File: src/tlv_pkg.sv
// shared types, constants and register codes of the tlv element inserter
`default_nettype none
package tlv_pkg;

    localparam int DEF_MAX_REGION_BYTES = 4095;
    localparam int MAX_RESULTS = 7;
    localparam int CNT_W = 3;

    // configuration register indexes
    localparam logic [1:0] CFG_INSERT_TAG    = 2'd0;
    localparam logic [1:0] CFG_INSERT_LENGTH = 2'd1;
    localparam logic [1:0] CFG_INSERT_VALUE  = 2'd2;

    // configuration reset values
    localparam logic [7:0]  RST_INSERT_TAG    = 8'h25;
    localparam logic [2:0]  RST_INSERT_LENGTH = 3'h3;
    localparam logic [31:0] RST_INSERT_VALUE  = 32'h0001_0B03;

    localparam logic [2:0] MAX_VALUE_BYTES = 3'd4;

    typedef enum logic [1:0] {
        PH_TAG,
        PH_LEN,
        PH_VAL,
        PH_DROP
    } t_phase;

    typedef struct packed {
        logic [7:0]  data_byte;
        logic        has_byte;
        logic [11:0] region_length;
        logic        region_end;
    } t_in_item;

    typedef struct packed {
        logic [7:0] out_byte;
        logic       out_valid;
        logic       out_last;
    } t_out_item;

    typedef struct packed {
        logic [CNT_W-1:0]                count;
        t_out_item [MAX_RESULTS-1:0]     items;
    } t_batch;

    typedef struct packed {
        logic [7:0]  insert_tag;
        logic [2:0]  insert_length;
        logic [31:0] insert_value;
    } t_cfg;

endpackage
`default_nettype wire

File: src/tlv_parse.sv
// element parser: region state and the batch of result items for one item
`default_nettype none
module tlv_parse
    import tlv_pkg::*;
#(
    parameter int MAX_REGION_BYTES = DEF_MAX_REGION_BYTES
) (
    input  wire logic     i_clk,
    input  wire logic     i_rst_n,
    input  wire logic     i_step,
    input  wire t_in_item i_item,
    input  wire t_cfg     i_cfg,
    output t_batch        o_batch
);

    localparam int OW = $clog2(MAX_REGION_BYTES + 1);
    localparam int CW = ((OW > 12) ? OW : 12) + 2;
    localparam logic [CW-1:0] MAX_C = CW'(MAX_REGION_BYTES);
    localparam logic [OW-1:0] MAX_O = OW'(MAX_REGION_BYTES);

    logic [OW-1:0] r_offset,  n_offset;
    t_phase        r_phase,   n_phase;
    logic [7:0]    r_remain,  n_remain;
    logic          r_ins,     n_ins;
    logic          r_seen,    n_seen;

    logic [CW-1:0] rlen;
    logic [CW-1:0] off_c;
    logic [CW-1:0] byte_c;
    logic          emit;
    logic          pre;
    logic          post;
    logic [2:0]    len_eff;
    logic [2:0]    elen;
    logic [2:0]    start_b;
    logic [2:0]    start_p;
    logic [2:0]    cnt;
    logic [2:0]    kk;
    logic [2:0]    rel;

    // byte idx of the configured element: tag, length, value bytes
    function automatic logic [7:0] elem_byte(input logic [2:0] idx, input t_cfg cfg,
                                             input logic [2:0] len);
        logic [2:0] vi;
        logic [1:0] sh;
        vi = idx - 3'd2;
        sh = 2'(len - 3'd1 - vi);
        case (idx)
            3'd0:    elem_byte = cfg.insert_tag;
            3'd1:    elem_byte = {5'd0, len};
            default: elem_byte = cfg.insert_value[{sh, 3'b000} +: 8];
        endcase
    endfunction

    always_comb begin
        len_eff = (i_cfg.insert_length > MAX_VALUE_BYTES) ? MAX_VALUE_BYTES
                                                           : i_cfg.insert_length;
        elen    = 3'd2 + len_eff;

        rlen = (CW'(i_item.region_length) > MAX_C) ? MAX_C : CW'(i_item.region_length);
        off_c  = CW'(r_offset);
        byte_c = CW'(i_item.data_byte);

        n_offset = r_offset;
        n_phase  = r_phase;
        n_remain = r_remain;
        n_ins    = r_ins;
        n_seen   = r_seen;
        emit     = 1'b0;
        pre      = 1'b0;
        post     = 1'b0;

        if (i_item.has_byte) begin
            if (off_c < rlen) begin
                case (r_phase)
                    PH_TAG: begin
                        // a tag needs room for its length byte too
                        if (off_c + CW'(2) <= rlen) begin
                            if (i_item.data_byte == i_cfg.insert_tag) begin
                                n_seen = 1'b1;
                            end
                            if (!r_ins && !r_seen && i_item.data_byte > i_cfg.insert_tag) begin
                                pre   = 1'b1;
                                n_ins = 1'b1;
                            end
                            emit    = 1'b1;
                            n_phase = PH_LEN;
                        end
                    end
                    PH_LEN: begin
                        emit = 1'b1;
                        if (off_c + CW'(1) + byte_c > rlen) begin
                            n_phase = PH_DROP;
                        end else if (i_item.data_byte == 8'd0) begin
                            n_phase = PH_TAG;
                        end else begin
                            n_remain = i_item.data_byte;
                            n_phase  = PH_VAL;
                        end
                    end
                    PH_VAL: begin
                        emit = 1'b1;
                        n_remain = (r_remain != 8'd0) ? r_remain - 8'd1 : r_remain;
                        if (n_remain == 8'd0) begin
                            n_phase = PH_TAG;
                        end
                    end
                    default: begin
                        // rest of the region dropped
                    end
                endcase
            end
            if (r_offset < MAX_O) begin
                n_offset = r_offset + OW'(1);
            end
        end

        if (i_item.region_end) begin
            post     = !n_ins && !n_seen;
            n_offset = '0;
            n_phase  = PH_TAG;
            n_remain = '0;
            n_ins    = 1'b0;
            n_seen   = 1'b0;
        end

        start_b = pre ? elen : 3'd0;
        start_p = start_b + {2'd0, emit};
        cnt     = start_p + (post ? elen : 3'd0);

        o_batch = '0;
        for (int k = 0; k < MAX_RESULTS; k++) begin
            kk  = 3'(k);
            rel = kk - start_p;
            if (pre && kk < elen) begin
                o_batch.items[k].out_byte  = elem_byte(kk, i_cfg, len_eff);
                o_batch.items[k].out_valid = 1'b1;
            end else if (emit && kk == start_b) begin
                o_batch.items[k].out_byte  = i_item.data_byte;
                o_batch.items[k].out_valid = 1'b1;
            end else if (post && kk >= start_p && rel < elen) begin
                o_batch.items[k].out_byte  = elem_byte(rel, i_cfg, len_eff);
                o_batch.items[k].out_valid = 1'b1;
            end
        end

        // an end item with nothing else to say gives a bare end marker
        if (i_item.region_end && cnt == 3'd0) begin
            cnt = 3'd1;
        end
        if (i_item.region_end) begin
            for (int k = 0; k < MAX_RESULTS; k++) begin
                if (3'(k) == cnt - 3'd1) begin
                    o_batch.items[k].out_last = 1'b1;
                end
            end
        end
        o_batch.count = CNT_W'(cnt);
    end

    always_ff @(posedge i_clk) begin
        if (!i_rst_n) begin
            r_offset <= '0;
            r_phase  <= PH_TAG;
            r_remain <= '0;
            r_ins    <= 1'b0;
            r_seen   <= 1'b0;
        end else if (i_step) begin
            r_offset <= n_offset;
            r_phase  <= n_phase;
            r_remain <= n_remain;
            r_ins    <= n_ins;
            r_seen   <= n_seen;
        end
    end

endmodule
`default_nettype wire

File: src/tlv_out_queue.sv
// result queue: holds one batch and shifts it out one item per cycle while the receiver is ready
`default_nettype none
module tlv_out_queue
    import tlv_pkg::*;
(
    input  wire logic      i_clk,
    input  wire logic      i_rst_n,
    input  wire logic      i_load,
    input  wire t_batch    i_batch,
    output logic           o_free,
    output logic           o_out_valid,
    input  wire logic      i_out_ready,
    output t_out_item      o_out_item
);

    t_out_item [MAX_RESULTS-1:0] r_q;
    logic [CNT_W-1:0]            r_cnt;
    logic                        pop;

    assign o_out_valid = (r_cnt != '0);
    assign o_out_item  = r_q[0];
    assign pop         = o_out_valid && i_out_ready;
    // empty by the next edge
    assign o_free      = (r_cnt == '0) || (r_cnt == CNT_W'(1) && pop);

    always_ff @(posedge i_clk) begin
        if (!i_rst_n) begin
            r_cnt <= '0;
        end else if (i_load) begin
            r_cnt <= i_batch.count;
        end else if (pop) begin
            r_cnt <= r_cnt - CNT_W'(1);
        end
    end

    always_ff @(posedge i_clk) begin
        if (i_load) begin
            r_q <= i_batch.items;
        end else if (pop) begin
            for (int k = 0; k < MAX_RESULTS - 1; k++) begin
                r_q[k] <= r_q[k+1];
            end
            r_q[MAX_RESULTS-1] <= '0;
        end
    end

endmodule
`default_nettype wire

File: src/tlv_element_inserter.sv
// top level of the tlv element inserter
//
// rewrites the tag-length-value element region of a frame, one byte item at a time, placing
// one configured element, unless its tag was seen, before the first larger tag or at the end
// input channel: i_in_valid / o_in_ready with a t_in_item payload
// output channel: o_out_valid / i_out_ready with a t_out_item payload
// configuration: i_cfg_we writes i_cfg_index (tag, length, value) from i_cfg_wdata; the user
//   must write only while the block is idle, which the block itself does not enforce
// path: an item is taken into the input register, parsed from there and its batch loaded
//   into the result queue, from which its results appear
// throughput: one item per cycle while each item gives at most one result and the receiver
//   is ready; an item that brings the configured element with it gives up to seven result
//   items and holds the input while the result queue drains them, one per cycle while ready
// stall: when the receiver holds i_out_ready low the queue keeps its head, the parser
//   waits and the input register holds one more item before o_in_ready drops
// reset: synchronous, active low; clears the parse state, empties both stages and
//   loads the configuration reset values
`default_nettype none
module tlv_element_inserter
    import tlv_pkg::*;
#(
    parameter int MAX_REGION_BYTES = DEF_MAX_REGION_BYTES
) (
    input  wire logic        i_clk,
    input  wire logic        i_rst_n,
    // input item channel
    input  wire logic        i_in_valid,
    output logic             o_in_ready,
    input  wire t_in_item    i_in_item,
    // result item channel
    output logic             o_out_valid,
    input  wire logic        i_out_ready,
    output t_out_item        o_out_item,
    // configuration write port
    input  wire logic        i_cfg_we,
    input  wire logic [1:0]  i_cfg_index,
    input  wire logic [31:0] i_cfg_wdata
);

    t_cfg     r_cfg;
    logic     r_in_valid;
    t_in_item r_in;
    logic     advance;
    logic     q_free;
    t_batch   batch;

    // configuration registers, writes beyond the list are ignored
    always_ff @(posedge i_clk) begin
        if (!i_rst_n) begin
            r_cfg.insert_tag    <= RST_INSERT_TAG;
            r_cfg.insert_length <= RST_INSERT_LENGTH;
            r_cfg.insert_value  <= RST_INSERT_VALUE;
        end else if (i_cfg_we) begin
            case (i_cfg_index)
                CFG_INSERT_TAG:    r_cfg.insert_tag    <= i_cfg_wdata[7:0];
                CFG_INSERT_LENGTH: r_cfg.insert_length <= i_cfg_wdata[2:0];
                CFG_INSERT_VALUE:  r_cfg.insert_value  <= i_cfg_wdata;
                default: begin
                end
            endcase
        end
    end

    // item moves on to the parser once the result queue has room for its batch
    assign advance    = r_in_valid && q_free;
    assign o_in_ready = !r_in_valid || advance;

    // input register
    always_ff @(posedge i_clk) begin
        if (!i_rst_n) begin
            r_in_valid <= 1'b0;
        end else if (o_in_ready) begin
            r_in_valid <= i_in_valid;
        end
    end

    always_ff @(posedge i_clk) begin
        if (o_in_ready && i_in_valid) begin
            r_in <= i_in_item;
        end
    end

    // parse state and batch of results for the registered item
    tlv_parse #(
        .MAX_REGION_BYTES(MAX_REGION_BYTES)
    ) u_parse (
        .i_clk   (i_clk),
        .i_rst_n (i_rst_n),
        .i_step  (advance),
        .i_item  (r_in),
        .i_cfg   (r_cfg),
        .o_batch (batch)
    );

    // result register, drained one item per cycle while the receiver is ready
    tlv_out_queue u_queue (
        .i_clk       (i_clk),
        .i_rst_n     (i_rst_n),
        .i_load      (advance),
        .i_batch     (batch),
        .o_free      (q_free),
        .o_out_valid (o_out_valid),
        .i_out_ready (i_out_ready),
        .o_out_item  (o_out_item)
    );

endmodule
`default_nettype wire

File: config.mk
export PLATFORM = sky130hd
export DESIGN_NAME = tlv_element_inserter
export DESIGN_NICKNAME = d
export VERILOG_FILES = /design/src/tlv_pkg.sv /design/src/tlv_parse.sv /design/src/tlv_out_queue.sv /design/src/tlv_element_inserter.sv
export SDC_FILE = /design/constraint.sdc
export NUM_CORES = 1
export LEC_CHECK = 0
export ABC_AREA = 1
export BUFFER_PORTS_ARGS = -buffer_cell sky130_fd_sc_hd__buf_2
export CORE_ASPECT_RATIO = 1.25
export CORE_MARGIN = 3
export CORE_UTILIZATION = 50
export CTS_CLUSTER_DIAMETER = 200
export CTS_CLUSTER_SIZE = 8
export DETAILED_ROUTE_END_ITERATION = 6
export PLACE_DENSITY = 0.7
export RECOVER_POWER = 25
export SLEW_MARGIN = 20
export SYNTH_ARGS = -nofsm -noshare
export SYNTH_HDL_FRONTEND = slang
export SYNTH_HIERARCHICAL = 1
export SYNTH_SLANG_ARGS = --single-unit
File: constraint.sdc
create_clock -name i_clk -period 4.94 [get_ports i_clk]
set_clock_uncertainty 0.2 [all_clocks]
set_input_delay 0.247 -clock i_clk [delete_from_list [all_inputs] [get_ports i_clk]]
set_output_delay 0.247 -clock i_clk [all_outputs]
set_load 0.05 [all_outputs]
==> flow_summary.toml, run 1 <==
[synth]
synth_edf_count = 92
syn-num-nets = 2066
synth_cell_types = 50
yosysMostFrequentCell = "nand2_1"
ys_async_sr_fraction = 0
ys_ff_latch = 163
yosys_warnings = 6
yosysSeqAreaShare = 0.324
syn_area_per_cell_um2 = 6.75
synth_top_cell_by_area = "edfxtp_1"
synth_common_cells = "nand2_1 (619), inv_1 (248), nor2_1 (162), o21ai_0 (157), nand3_1 (101)"
synth_area_leaders = "edfxtp_1 (21%), nand2_1 (18%), dfxtp_1 (11%)"
synth_area_um2 = 12900
syn-instance-count = 1912
synthFlopType = "edfxtp_1"
synth_top_area_share = 0.214

[pwr]
power_frac_seq = 0.224
clkPwrFrac = 0.136
power_frac_comb = 0.640
switchingPower_uw = 4690
power.total_uw = 9740
internal-power_uw = 5040
power_density_nw_per_um2 = 584
p_sw_frac = 0.482
leakage_uw = 0.00782
peakVddDrop_mv = 0.504

[sta]
hold_viol = 0
fmax_mhz = 201
rsz0062_at_grt = "yes"
setup_slack_ns = -0.0343
holdWs_ns = 0.0258
maxSlewViolCount = 0
setup_viol = 2
relSlewSlack = 0.137
worstMarginPinSlew_ns = 1.29
timing.final.crit_period_ns = 4.97
period_share = 1.01

[global_routing]
grt_usage = 0.330
grt_pass1_wl_um = 70400
grt_max_degree = 78
antenna_found_initial = 0
grt-ovfl-total = 0
grt_pass1_vias = 12867

[cells_and_area]
drive_gt1_frac = 0.207
syn_to_final_growth_pct = 29.2
diodes = 0
final_cells = 2504
n_fill_cell = 2259
design_area_um2 = 16700
post-route-util = 0.659
final_nets = 2310

[floorplanning]
die_width_um = 150
core_um2 = 25300
die_area_um2 = 27800
rows = 65
initial_core_util = 0.510
ios = 73
chipHeight_um = 186

[place]
dpl-instance-area_um2 = 14400
place_congestion = 1.03
dpl.cell_count = 2384
port_buffers = 72
dp_hpwl_um = 34700

[status]
status = "finished with violations"
violations = "negative setup slack"

[clocking]
cts-htree-levels = 4
clk-insertion-delay-late_ns = 0.44
root_buffer = "clkbuf_16"
cts_inserted_buffers = 17
cts_tree = "built"
clock-sinks = 163
max-clock-path-buffers = 2
clk_pin_slew_ns = 0.07

[drt]
ant_nets = 0
drc = 0
routed_wl_um = 47500
drt-initial-drc-count = 1356
wl_per_cell_um = 19.0
first_pass_iters = 6
dr_total_vias = 13820
viasPerCell = 5.52

[worst_setup_path]
crit_required_ns = 5.04
slowest_stage = "dfxtp_2"
cp_max_fo = 6
startpoint_type = "flop"
crit_type = "flop to flop"
max_stage_delay_ns = 0.36
cp-end-kind = "flop"
cp.arrival_ns = 5.08
rrSetupSlack_ns = -0.03
crit_path_frequent_cell = "nand2_2"

[hold_path]
timing.hold.worst.class = "input pin to flop"

[flow_run]
maxCapViolCount = 0
## placed cells by master, fill, tap and decap left out, types with 6 or more instances in the layout
cell and n:
nor2_1 151, buf_2 59, edfxtp_1 92, nand2_1 600, nand2_2 24, nand3_1 83
o221ai_2 8, clkbuf_16 20, dlygate4sd3_1 58, nand2_4 6, a211oi_1 13, o21ai_1 49
o21ai_2 14, inv_1 227, inv_2 19, a21oi_1 52, nand3_4 7, ha_4 19
nor2_4 6, xor2_1 15, inv_4 8, dfxtp_1 69, nand3_2 16, nor3_1 16
o22ai_1 18, ha_1 71, clkbuf_1 16, o21ai_0 105, a21oi_2 19, o211ai_1 38
nand4_1 13, nor2_2 11, buf_4 149, buf_6 18
## per-layer routing
metal,global-route usage,up-vias,part of all wire
met1,0.400,6329,0.39
met5,0,-,0
li1,-,6739,-
met2,0.563,596,0.48
met4,0.185,0,0.065
met3,0.0443,156,0.069
## power by group through the flow
| stage | logic (uW) | clock network [uW] | registers (uW) |
|---|---|---|---|
| global route | 6690 | 1400 | 2220 |
| floorplan | 3220 | 0 | 2150 |
| global placement | 4860 | 0 | 2190 |
| CTS | 5330 | 1330 | 2180 |
| finish | 6230 | 1320 | 2180 |
| detailed placement | 4910 | 0 | 2200 |
## worst max-delay path, delay by kind of cell (launching register included)
kind            cells  cell delay, ns
fa+ha+maj           4            0.91
xor+xnor            1            0.17
simple gates       14            1.67
compound gates      3            0.58
buf+inv             9            0.94
flops               1            0.36
## metrics by stage
step                      worst slack [ns]  TNS, ns
final                              -0.0343  -0.0508
after global placement              -0.192    -3.30
after CTS                          -0.0249  -0.0249
after detailed placement            -0.254    -6.81
after floorplan                     0.0259        0
after global routing                -0.215    -4.95
## sequential cells by signal, summed over array words and instances (netlist names)
signal	cells
u_queue/r_q	60
u_parse/r_remain	8
r_in	22
u_parse/r_ins	1
u_parse/r_seen	1
u_parse/r_offset	12
r_cfg	43
r_in_valid	1
u_queue/r_cnt	3
u_parse/r_phase	2
u_queue/o_out_item	10
## what timing repair did
item                       CTS  global route
resized for setup           80           164
pin swaps                   44            94
hold buffers                58             0
buffers inserted            12            16
setup endpoints to repair   63            80
hold endpoints to repair    66             0
cloned                       1             3
## cell families (layout without fill, tap and decap cells)
logic type | count (synthesis) | in the layout | share of synthesized area
flops | 163 | 163 | 0.324
buf+inv | 337 | 593 | 0.111
fa+ha+maj | 93 | 93 | 0.0914
simple gates | 946 | 947 | 0.300
xor+xnor | 19 | 19 | 0.0129
compound gates | 354 | 354 | 0.160
## layout make-up
| type | count | area (um^2) | area share |
|---|---|---|---|
| multi-input cells | 1413 | 8140 | 0.488 |
| well taps | 335 | 419 | 0.0252 |
| clock inverters | 12 | 123 | 0.00736 |
| flip-flops and latches | 163 | 4190 | 0.251 |
| inverters | 258 | 993 | 0.0596 |
| clock buffers | 20 | 437 | 0.0262 |
| repair buffers | 303 | 2360 | 0.142 |
## path summary, 6_finish.rpt
check	startpoint	endpoint	depth (start not counted)
hold reg to reg	u_parse/r_remain[7]	u_parse/r_remain[7]	2
hold / removal	i_out_ready	u_queue/r_cnt[2]	4
setup reg to reg	u_parse/r_offset[2]	u_queue/o_out_item[3]	31
setup / recovery	u_parse/r_offset[2]	u_queue/o_out_item[3]	31
Power figures use the tool's default switching activity.
==> run 2, diff against run 1 <==
- ABC_AREA: 1 -> not set
- PLACE_DENSITY: 0.7 -> 0.78
- clock period: 4.94 -> 6.19 ns (I/O delays scaled with it)
==> run 2 against run 1 <==
Compared with the run above: sequential power is 20% lower; die area is 1.8% lower; critical path type unchanged; non-clock buffer count is 111 lower; sequential share of layout area is 3.5 points higher; fmax is 17% lower; total power is 43% lower; worst setup slack better by 0.24 ns; highest routed layer unchanged; via count is 20% lower; largest power group unchanged; global-route usage is 4.8 points lower; the flow finishes with violations (max-capacitance violations, max-slew violations).
==> flow_summary.toml, run 2 <==
[status]
status = "finished with violations"
violations = "max-capacitance violations, max-slew violations"

[pwr]
p_sw_frac = 0.408
clkPwrFrac = 0.190
power_density_nw_per_um2 = 378
internal-power_uw = 3270
switchingPower_uw = 2260
peakVddDrop_mv = 0.203
power_frac_seq = 0.314
leakage_uw = 0.00585
power_frac_comb = 0.496

[synth]
synth_top_cell_by_area = "edfxtp_1"
ys_async_sr_fraction = 0
yosys_warnings = 6
yosysMostFrequentCell = "nand2_1"
syn_area_per_cell_um2 = 10.2
synth_top_area_share = 0.218
synth_area_leaders = "edfxtp_1 (22%), dfxtp_1 (11%), mux4_2 (10%)"
yosysSeqAreaShare = 0.331
synth_area_um2 = 12700
syn-instance-count = 1241
synth_edf_count = 92
synthFlopType = "edfxtp_1"
syn-num-nets = 1395
synth_common_cells = "nand2_1 (146), edfxtp_1 (92), ha_1 (91), dfxtp_1 (71), nor2_1 (70)"
ys_ff_latch = 163
synth_cell_types = 87

[clocking]
cts_tree = "built"
cts-htree-levels = 4
clk_pin_slew_ns = 0.07
cts_inserted_buffers = 17
clk-insertion-delay-late_ns = 0.44
clock-sinks = 163
root_buffer = "clkbuf_16"
max-clock-path-buffers = 2

[cells_and_area]
layout_common_cells = "nand2_1 (145), edfxtp_1 (92), ha_1 (88)"
diodes = 0
post-route-util = 0.593
drive_gt1_frac = 0.237
largest_reg_flops = 60
regMostFlops = "u_queue/r_q"
final_nets = 1519
syn_to_final_growth_pct = 15.6
final_common_cell = "nand2_1"
top_regs = "u_queue/r_q (60), r_cfg (43), r_in (22)"

[place]
dp_hpwl_um = 27300
place_congestion = 1.09
port_buffers = 72

[worst_setup_path]
crit_required_ns = 6.29
crit_type = "flop to flop"
startpoint_type = "flop"
cp.arrival_ns = 6.08
cp-end-kind = "flop"
rr_worst_depth = 27
cp_max_fo = 11

[global_routing]
grt-ovfl-total = 0
grt_pass1_vias = 10762
antenna_found_initial = 0
grt_usage = 0.281
grt_pass1_wl_um = 59900
grt_max_degree = 84

[sta]
maxSlewViolCount = 117
timing.final.crit_period_ns = 5.98
period_share = 0.967
holdWs_ns = 0.0248
setup_viol = 0
hold_viol = 0
fmax_mhz = 167
relSlewSlack = -1.16
worstMarginPinSlew_ns = 3.24

[floorplanning]
die_width_um = 148
die_area_um2 = 27300
initial_core_util = 0.513
rows = 64
ios = 73
core_um2 = 24700
chipHeight_um = 184

[drt]
first_pass_iters = 7
drc = 0
wl_per_cell_um = 22.6
routed_wl_um = 38600
viasPerCell = 6.44
dr_total_vias = 11007
ant_nets = 0
drt-initial-drc-count = 1223

[hold_path]
min_path_cells = 3
timing.hold.worst.class = "input pin to flop"

[flow_run]
maxCapViolCount = 2
run 2: changes by cell type in the layout (fill, tap and decap cells not counted), sizes merged, moves of 84 or more:
cell   change
buf       -99
inv      -186
nand2    -482
o21ai    -120
nor2      -98
nand3     -84
run 2: repair_timing:
item                                   CTS  global route
resized for setup                        0            15
setup endpoints to repair                1            43
setup buffers                            2             7
endpoints found under the hold margin   63             0
pin swaps                                0             9
hold buffers                            55             0
run 2: cell families after synthesis:
group,synth area share
muxes,0.190
and+or+nand+nor,0.143
adders and majority gates,0.0931
DFF,0.331
buffers and inverters,0.0617
xor gates and xnor gates,0.0261
AOI/OAI and AO/OA,0.155
run 2: routing by layer:
layer / part of all wire / GRT usage
met2: 0.48 / 0.473
met1: 0.37 / 0.342
met5: 0 / 0
met3: 0.088 / 0.0498
met4: 0.060 / 0.158
run 2: per-stage QoR:
stage | std cells | total power [uW] | area [um^2] | TNS, ns | worst slack (ns)
after floorplan | 1241 | 3670 | 12700 | 0 | 0.0431
after global placement | 1612 | 4300 | 13400 | 0 | 0.173
after detailed placement | 1612 | 4340 | 13400 | 0 | 0.0443
after CTS | 1701 | 5440 | 14500 | 0 | 0.0328
after global routing | 1708 | 5790 | 14600 | -0.304 | -0.0539
final | 1708 | 5530 | 14600 | 0 | 0.207
run 2: power groups by stage:
stage	registers (uW)	clock network [uW]	logic, uW
after detailed placement	1760	0	2590
after CTS	1740	1070	2640
after global routing	1760	1110	2910
final	1740	1050	2740
after floorplan	1710	0	1960
after global placement	1750	0	2550
run 2: cell type report:
cell class,instances,area [um^2]
multi-input combinational,922,7780
clock buffer,17,425
timing repair buffer,192,1410
clock inverter,15,146
tap,330,413
fill,2061,10000
sequential,163,4190
inverter,69,259
run 2: worst max-delay path: stages, from the launching register on:
cell	delay, ns
dfxtp_2	0.36
ha_4	0.17
nand2_1	0.06
nor2_1	0.13
and3_4	0.22
nand3_1	0.13
xnor2_2	0.15
ha_1	0.32
nand3_2	0.11
nor3_1	0.31
nand2_2	0.13
o2111ai_4	0.25
a21oi_4	0.10
nand2_1	0.12
buf_4	0.22
nor2_1	0.06
ha_2	0.20
or3_4	0.45
nand2_1	0.16
ha_1	0.26
inv_1	0.18
ha_1	0.27
a221oi_1	0.33
buf_4	0.20
nand2_1	0.22
nor2_1	0.20
a221o_1	0.13
mux2_2	0.18
run 2: path summary, 6_finish.rpt:
kind / from / to / slack, ns
worst max-delay path: u_parse/r_offset[1] / u_queue/r_q[57] / 0.21
worst min-delay path: i_out_ready / u_queue/r_cnt[0] / 0.02
worst max register to register: u_parse/r_offset[1] / u_queue/r_q[57] / 0.21
worst min register to register: u_parse/r_remain[5] / u_parse/r_remain[5] / 0.30
